**src/hw/rtl/lcgr_pkg.sv**
```systemverilog
package lcgr_pkg;

  // Generator constants
  localparam logic [31:0] LCG_MULT  = 32'd1664525;
  localparam logic [31:0] LCG_INC   = 32'd30399561;
  localparam logic [31:0] FLAT_MASK = 32'h7fff_ffff;

  // Request opcodes
  localparam logic [1:0] OP_RAW     = 2'd0;
  localparam logic [1:0] OP_FLAT    = 2'd1;
  localparam logic [1:0] OP_UNIFORM = 2'd2;

  // Dividend width for uniform draws (state shifted right by one)
  localparam int unsigned DIV_W = 31;

  typedef struct packed {
    logic [1:0]         opcode;
    logic signed [31:0] range_min;
    logic signed [31:0] range_max;
  } req_t;

  typedef struct packed {
    logic [31:0] random_word;
    logic        span_error;
  } rsp_t;

  // How the back end finishes a queued job
  typedef enum logic [1:0] {
    JOB_PASS     = 2'd0,  // word is final
    JOB_SPAN_ERR = 2'd1,  // zero span, answer zero with error
    JOB_UNIFORM  = 2'd2   // word is dividend, reduce mod span and add base
  } job_kind_t;

  typedef struct packed {
    job_kind_t   kind;
    logic [31:0] word;
    logic [31:0] span;
    logic [31:0] base;
  } job_t;

endpackage

```
**src/hw/rtl/lcgr_front.sv**
```systemverilog
module lcgr_front (
  input  logic          clk,
  input  logic          rst,
  input  logic          seed_wr,
  input  logic [31:0]   seed_value,
  input  logic          req_take,
  input  lcgr_pkg::req_t req,
  output lcgr_pkg::job_t job
);

  logic [31:0] gen_state;
  logic [31:0] gen_state_next;
  logic [31:0] advanced;
  logic [31:0] span;
  logic        step;

  // LCG advance and wrapped span
  assign advanced = gen_state * lcgr_pkg::LCG_MULT + lcgr_pkg::LCG_INC;
  assign span     = 32'(req.range_max) - 32'(req.range_min) + 32'd1;

  // Classify the request into a back-end job
  always_comb begin
    step     = 1'b1;
    job.kind = lcgr_pkg::JOB_PASS;
    job.word = advanced;
    job.span = span;
    job.base = 32'(req.range_min);
    unique case (req.opcode)
      lcgr_pkg::OP_RAW: begin
        job.word = advanced;
      end
      lcgr_pkg::OP_FLAT: begin
        job.word = advanced & lcgr_pkg::FLAT_MASK;
      end
      lcgr_pkg::OP_UNIFORM: begin
        if (span == 32'd0) begin
          job.kind = lcgr_pkg::JOB_SPAN_ERR;
          job.word = 32'd0;
        end else begin
          job.kind = lcgr_pkg::JOB_UNIFORM;
          job.word = {1'b0, advanced[31:1]};
        end
      end
      default: begin
        // unused opcode: zero answer, state holds
        step     = 1'b0;
        job.word = 32'd0;
      end
    endcase
  end

  // Generator state: seed write loads, accepted request advances
  always_comb begin
    gen_state_next = gen_state;
    if (seed_wr) begin
      gen_state_next = seed_value;
    end else if (req_take && step) begin
      gen_state_next = advanced;
    end
  end

  always_ff @(posedge clk) begin
    if (rst) begin
      gen_state <= 32'd0;
    end else begin
      gen_state <= gen_state_next;
    end
  end

endmodule

```
**src/hw/rtl/lcgr_queue.sv**
```systemverilog
module lcgr_queue #(
  parameter int unsigned DEPTH = 2
) (
  input  logic           clk,
  input  logic           rst,
  input  logic           push,
  input  lcgr_pkg::job_t push_job,
  output logic           full,
  input  logic           pop,
  output logic           not_empty,
  output lcgr_pkg::job_t pop_job
);

  localparam int unsigned AW = (DEPTH > 1) ? $clog2(DEPTH) : 1;
  localparam int unsigned CW = $clog2(DEPTH + 1);

  lcgr_pkg::job_t slots [DEPTH];
  logic [AW-1:0]  wr_ptr;
  logic [AW-1:0]  rd_ptr;
  logic [CW-1:0]  count;

  assign full      = (count == CW'(DEPTH));
  assign not_empty = (count != '0);
  assign pop_job   = slots[rd_ptr];

  // Storage
  always_ff @(posedge clk) begin
    if (push) begin
      slots[wr_ptr] <= push_job;
    end
  end

  // Pointers and fill count
  always_ff @(posedge clk) begin
    if (rst) begin
      wr_ptr <= '0;
      rd_ptr <= '0;
      count  <= '0;
    end else begin
      if (push) begin
        wr_ptr <= (wr_ptr == AW'(DEPTH - 1)) ? '0 : wr_ptr + AW'(1);
      end
      if (pop) begin
        rd_ptr <= (rd_ptr == AW'(DEPTH - 1)) ? '0 : rd_ptr + AW'(1);
      end
      if (push && !pop) begin
        count <= count + CW'(1);
      end else if (pop && !push) begin
        count <= count - CW'(1);
      end
    end
  end

endmodule

```
**src/hw/rtl/lcgr_back.sv**
```systemverilog
module lcgr_back (
  input  logic           clk,
  input  logic           rst,
  input  logic           job_avail,
  input  lcgr_pkg::job_t job,
  output logic           job_pop,
  output logic           out_valid,
  input  logic           out_stall,
  output lcgr_pkg::rsp_t out_data
);

  localparam int unsigned STEP_W = $clog2(lcgr_pkg::DIV_W);

  typedef enum logic [2:0] {
    S_IDLE = 3'b001,
    S_DIV  = 3'b010,
    S_DONE = 3'b100
  } state_t;

  state_t      state;
  logic [31:0] rem;
  logic [lcgr_pkg::DIV_W-1:0] dividend;
  logic [31:0] span;
  logic [31:0] base;
  logic [STEP_W-1:0] steps_left;
  logic [32:0] trial;
  logic [32:0] diff;
  logic [31:0] rem_next;

  assign job_pop   = (state == S_IDLE) && job_avail;
  assign out_valid = (state == S_DONE);

  // One restoring remainder step per cycle
  assign trial    = {rem, dividend[lcgr_pkg::DIV_W-1]};
  assign diff     = trial - {1'b0, span};
  assign rem_next = diff[32] ? trial[31:0] : diff[31:0];

  // Sequencer
  always_ff @(posedge clk) begin
    if (rst) begin
      state <= S_IDLE;
    end else begin
      unique case (state)
        S_IDLE: begin
          if (job_avail) begin
            state <= (job.kind == lcgr_pkg::JOB_UNIFORM) ? S_DIV : S_DONE;
          end
        end
        S_DIV: begin
          if (steps_left == '0) begin
            state <= S_DONE;
          end
        end
        S_DONE: begin
          if (!out_stall) begin
            state <= S_IDLE;
          end
        end
        default: state <= S_IDLE;
      endcase
    end
  end

  // Datapath and result register
  always_ff @(posedge clk) begin
    case (state)
      S_IDLE: begin
        rem        <= 32'd0;
        dividend   <= job.word[lcgr_pkg::DIV_W-1:0];
        span       <= job.span;
        base       <= job.base;
        steps_left <= STEP_W'(lcgr_pkg::DIV_W - 1);
        out_data.random_word <= job.word;
        out_data.span_error  <= (job.kind == lcgr_pkg::JOB_SPAN_ERR);
      end
      S_DIV: begin
        rem        <= rem_next;
        dividend   <= {dividend[lcgr_pkg::DIV_W-2:0], 1'b0};
        steps_left <= steps_left - STEP_W'(1);
        if (steps_left == '0) begin
          out_data.random_word <= rem_next + base;
          out_data.span_error  <= 1'b0;
        end
      end
      default: begin
      end
    endcase
  end

endmodule

```
**src/hw/rtl/lcg_random_ranged_core.sv**
```systemverilog
// Channel   Direction  Handshake             Payload
// seed      in         seed_wr               seed_value (32 bits)
// request   in         in_valid / in_stall   in_data  (lcgr_pkg::req_t)
// result    out        out_valid / out_stall out_data (lcgr_pkg::rsp_t)
//
// Raw and flat requests pass the back end's load and output states; uniform requests
// also run 31 remainder steps of the bit-serial divider between load and output.
// The front end advances the generator on accept and queues QUEUE_DEPTH jobs,
// so requests are taken while the back end divides or a result waits.
// rst is synchronous: generator state returns to zero, queue and sequencer empty.
// in_stall rises only when the job queue is full.
module lcg_random_ranged_core #(
  parameter int unsigned QUEUE_DEPTH = 2
) (
  input  logic           clk,
  input  logic           rst,
  input  logic           seed_wr,
  input  logic [31:0]    seed_value,
  input  logic           in_valid,
  output logic           in_stall,
  input  lcgr_pkg::req_t in_data,
  output logic           out_valid,
  input  logic           out_stall,
  output lcgr_pkg::rsp_t out_data
);

  lcgr_pkg::job_t front_job;
  lcgr_pkg::job_t back_job;
  logic           q_full;
  logic           q_avail;
  logic           q_pop;
  logic           take;

  // Request transaction accepted when queue has room
  assign in_stall = q_full;
  assign take     = in_valid && !q_full;

  lcgr_front u_front (
    .clk        (clk),
    .rst        (rst),
    .seed_wr    (seed_wr),
    .seed_value (seed_value),
    .req_take   (take),
    .req        (in_data),
    .job        (front_job)
  );

  lcgr_queue #(
    .DEPTH (QUEUE_DEPTH)
  ) u_queue (
    .clk       (clk),
    .rst       (rst),
    .push      (take),
    .push_job  (front_job),
    .full      (q_full),
    .pop       (q_pop),
    .not_empty (q_avail),
    .pop_job   (back_job)
  );

  lcgr_back u_back (
    .clk       (clk),
    .rst       (rst),
    .job_avail (q_avail),
    .job       (back_job),
    .job_pop   (q_pop),
    .out_valid (out_valid),
    .out_stall (out_stall),
    .out_data  (out_data)
  );

endmodule

```
**config.mk**
```make
export PLATFORM = sky130hd
export DESIGN_NAME = lcg_random_ranged_core
export DESIGN_NICKNAME = d
export VERILOG_FILES = /design/src/hw/rtl/lcgr_pkg.sv /design/src/hw/rtl/lcgr_front.sv /design/src/hw/rtl/lcgr_queue.sv /design/src/hw/rtl/lcgr_back.sv /design/src/hw/rtl/lcg_random_ranged_core.sv
export SDC_FILE = /design/constraint.sdc
export NUM_CORES = 1
export LEC_CHECK = 0
export ABC_AREA = 1
export BUFFER_PORTS_ARGS = -buffer_cell sky130_fd_sc_hd__clkbuf_2
export CORE_MARGIN = 3
export CORE_UTILIZATION = 30
export CTS_BUF_LIST = sky130_fd_sc_hd__clkbuf_16
export DETAILED_ROUTE_END_ITERATION = 8
export GPL_ROUTABILITY_DRIVEN = 0
export PLACE_DENSITY = 0.42
export SLEW_MARGIN = 20
export SYNTH_ARGS = -nofsm -noshare
export SYNTH_HDL_FRONTEND = slang
export SYNTH_SLANG_ARGS = --single-unit
```
**constraint.sdc**
```tcl
create_clock -name clk -period 8.51 [get_ports clk]
set_input_delay 0.851 -clock clk [delete_from_list [all_inputs] [get_ports clk]]
set_output_delay 0.851 -clock clk [all_outputs]
set_load 0.05 [all_outputs]
```
==> metrics.md <==
| Metric | Value |
|---|---|
| RSZ-0062 raised after global routing | `no` |
| Synth Area in Simple Gates | `21.1%` |
| Worst slew pin tran | `1050 ps` |
| DRT Wirelength | `91900 um` |
| Number of I/O pins | `around 140` |
| Port-buffer cells | `137` |
| Syn nets | `a little under 4000` |
| Adder-cell share of the synthesized area | `21.6%` |
| DIE HEIGHT | `320 um` |
| Slew Viols, Final | `0` |
| Placement Setup Slack | `2360 ps` |
| Largest family of logic cells by synthesized area | `adder cells` |
| Total global-route track usage | `18.0%` |
| Final setup viols | `0` |
| Crit end category | `register` |
| # H-tree levels | `2` |
| Avg Cell Area, Syn | `approximately 8.6 um2` |
| Number of diodes | `0` |
| Synth Area in XOR/XNOR | `around 2.5%` |
| Initial antenna violation count | `3` |
| Row cnt | `114` |
| Slew headroom | `30.2%` |
| DP Wirelength | `73900 um` |
| Die W | `320 um` |
| Compound-cell area share of the yosys netlist | `6.70%` |
| Num Clock Sinks | `about 400` |
| First-pass GRT wire length | `141000 um` |
| Dominant synthesized flop cell | `edfxtp_1` |
| CTS tree | `built` |
| FMAX | `around 160 MHz` |
| Critical path launch point type | `register` |
| Starting Density | `a little under a third` |
| Clock transition at path regs | `60 ps` |
| Yosys Warn Count | `0` |
| Drt pass-1 iters | `5` |
| Synth area leaders | `edfxtp_1, nand2_1, ha_1, fa_1, inv_1` |
| Required time worst endpoint | `8970 ps` |
| Max Fanout on Critical Path | `10` |
| Max-Cap Viols | `0` |
| Vias in the first global route | `22100` |
| Final core utilization | `34.3%` |
| Die area | `103000 um2` |
| Number of synthesized register bits | `401` |
| Setup TNS | `0 ps` |
| Avg Vias per Cell | `about 4.6` |
| # hold bufs at CTS | `0` |
| Share of cells above drive strength 1 | `8.86%` |
| Yosys top cell by area | `edfxtp_1` |
| Largest net degree at the start of global routing | `100` |
| Top routing layer in use | `met5` |
| Asr flop ratio synth | `0%` |
| Worst skew pair latency | `600 ps` |
| Final ANT Viol Nets | `0` |
| Mapped Area | `approximately 30000 um2` |
| Routed vias | `22400` |
| Hold Vio Cnt, Final | `0` |
| Post-synth EDFFs | `361` |
| Final Cycle Share | `approximately three quarters` |
| Placed insts | `between 4000 and 5000` |
| DRT iter0 DRCs | `1435` |
| PnR worst setup slack | `2290 ps` |
| Post-synthesis sequential area ratio | `39.3%` |
| CTS root buf | `clkbuf_16` |
| Post-synthesis mux area share | `0.0338%` |
| DRT met1 WL | `47800 um` |
| Top-area cell type share of the netlist area | `36.6%` |
| Core area | `97300 um2` |
| Nets@finish | `4101` |
| Hold crit path type | `register to register` |
| Count of cell types in the netlist | `slightly below 50` |
| Wire per inst | `18.8 um` |
| Met3 routed wirelength | `4290 um` |
| # DRC | `0` |
| GRT overflow | `0` |
| Postcts setup bufs | `0` |
| Area growth, synth to finish | `12.6%` |
| PostCTS Resize Cnt | `0` |
| Min Tclk post-route | `just over 6000 ps` |
| Commonest non-fill, non-tap cell in the layout | `nand2_1` |
| Non-filler instance count after layout | `4886` |
| WL met2 | `38500 um` |
| CTS buffer count | `48` |
| Fin Clk Skew | `25.9 ps` |
| Crit Path Category | `register to register` |
| Critical Path AT | `6680 ps` |
| Status | `completed` |
| Cells after synthesis | `3432` |
| Clock Path Buffers | `3` |
| Most frequent cells in the layout | `nand2_1, inv_1, edfxtp_1` |
-- flip-flops by register name (all words and copies together), names as in the netlist, named ones only --
register / cells
u_queue.slots: 196
u_back.out_data: 33
u_back.base: 32
u_back.rem: 32
u_back.span: 32
u_front.gen_state: 32
u_back.dividend: 31
u_back.steps_left: 5
u_back.state: 3
u_queue.count: 2
u_queue.rd_ptr: 1
u_queue.wr_ptr: 1
-- synth_stat cells, types with 20 or more instances --
cell type,number
a21oi_1,154
a31oi_1,25
and2_1,27
clkbuf_1,43
dfxtp_1,40
edfxtp_1,361
fa_1,142
ha_1,284
inv_1,596
nand2_1,1088
nand3_1,105
nand3_2,30
nand4_1,20
nor2_1,155
nor3_1,27
o21ai_0,91
xnor2_1,44
xor2_1,42
-- layer usage --
| layer | vias up | GRT usage, % |
|---|---|---|
| li1 | 11300 | - |
| met1 | 10600 | 27.8 |
| met2 | 428 | 26.9 |
| met3 | 81 | 2.66 |
| met4 | 2 | 3.14 |
| met5 | - | 0 |
-- through the flow --
| step | cell area, um2 | hold WS (ps) |
|---|---|---|
| after floorplan | 29600 | 426 |
| after global placement | 31800 | 431 |
| after detailed placement | 31800 | 432 |
| after CTS | 33400 | 421 |
| after global routing | 33400 | 422 |
| final | 33400 | 439 |
-- worst paths after layout --
check | startpoint | end | slack, ps | cells past startpoint
max | u_front.gen_state[1] | u_queue.slots[1][88] | 2290 | 22
min | u_queue.rd_ptr | register | 440 | 1
max reg2reg | u_front.gen_state[1] | u_queue.slots[1][88] | 2290 | 22
min reg2reg | u_queue.rd_ptr | register | 440 | 1
-- worst max-delay path, stage by stage (launching register included) --
cell      delay (ps)
dfxtp_1          640
inv_1            100
ha_1             440
xnor2_1          270
xor2_1           230
fa_1             480
inv_1             90
fa_1             420
fa_1             460
fa_1             490
inv_1             50
fa_1             470
inv_1             40
ha_1             380
nand2_1          130
nor2_1           190
inv_1             90
nor3_1           290
nand2_1           90
o211ai_1         240
xor2_1           280
nand3_2          100
nand2_1          100
-- kinds of logic (layout without fill, tap and decap cells) --
family	count (synthesis)	count (layout)
and+or+nand+nor	1500	1500
DFF	401	401
muxes	1	1
adders and majority gates	426	426
AOI/OAI and AO/OA	347	347
buffers and inverters	671	849
xor gates and xnor gates	86	86
-- area by class of cell --
cell class | count | area [um2]
flip-flops and latches | 401 | 11600
fillers | 10300 | 63900
multi-input cells | 2360 | 15500
clock buffers | 50 | 1250
clock inverters | 38 | 292
inverters | 609 | 2290
repair buffers | 152 | 843
well taps | 1276 | 1600
Power is left out: the tool's default activity adds up to more than one toggle a clock period on the data nets, which glitch-free logic cannot reach.
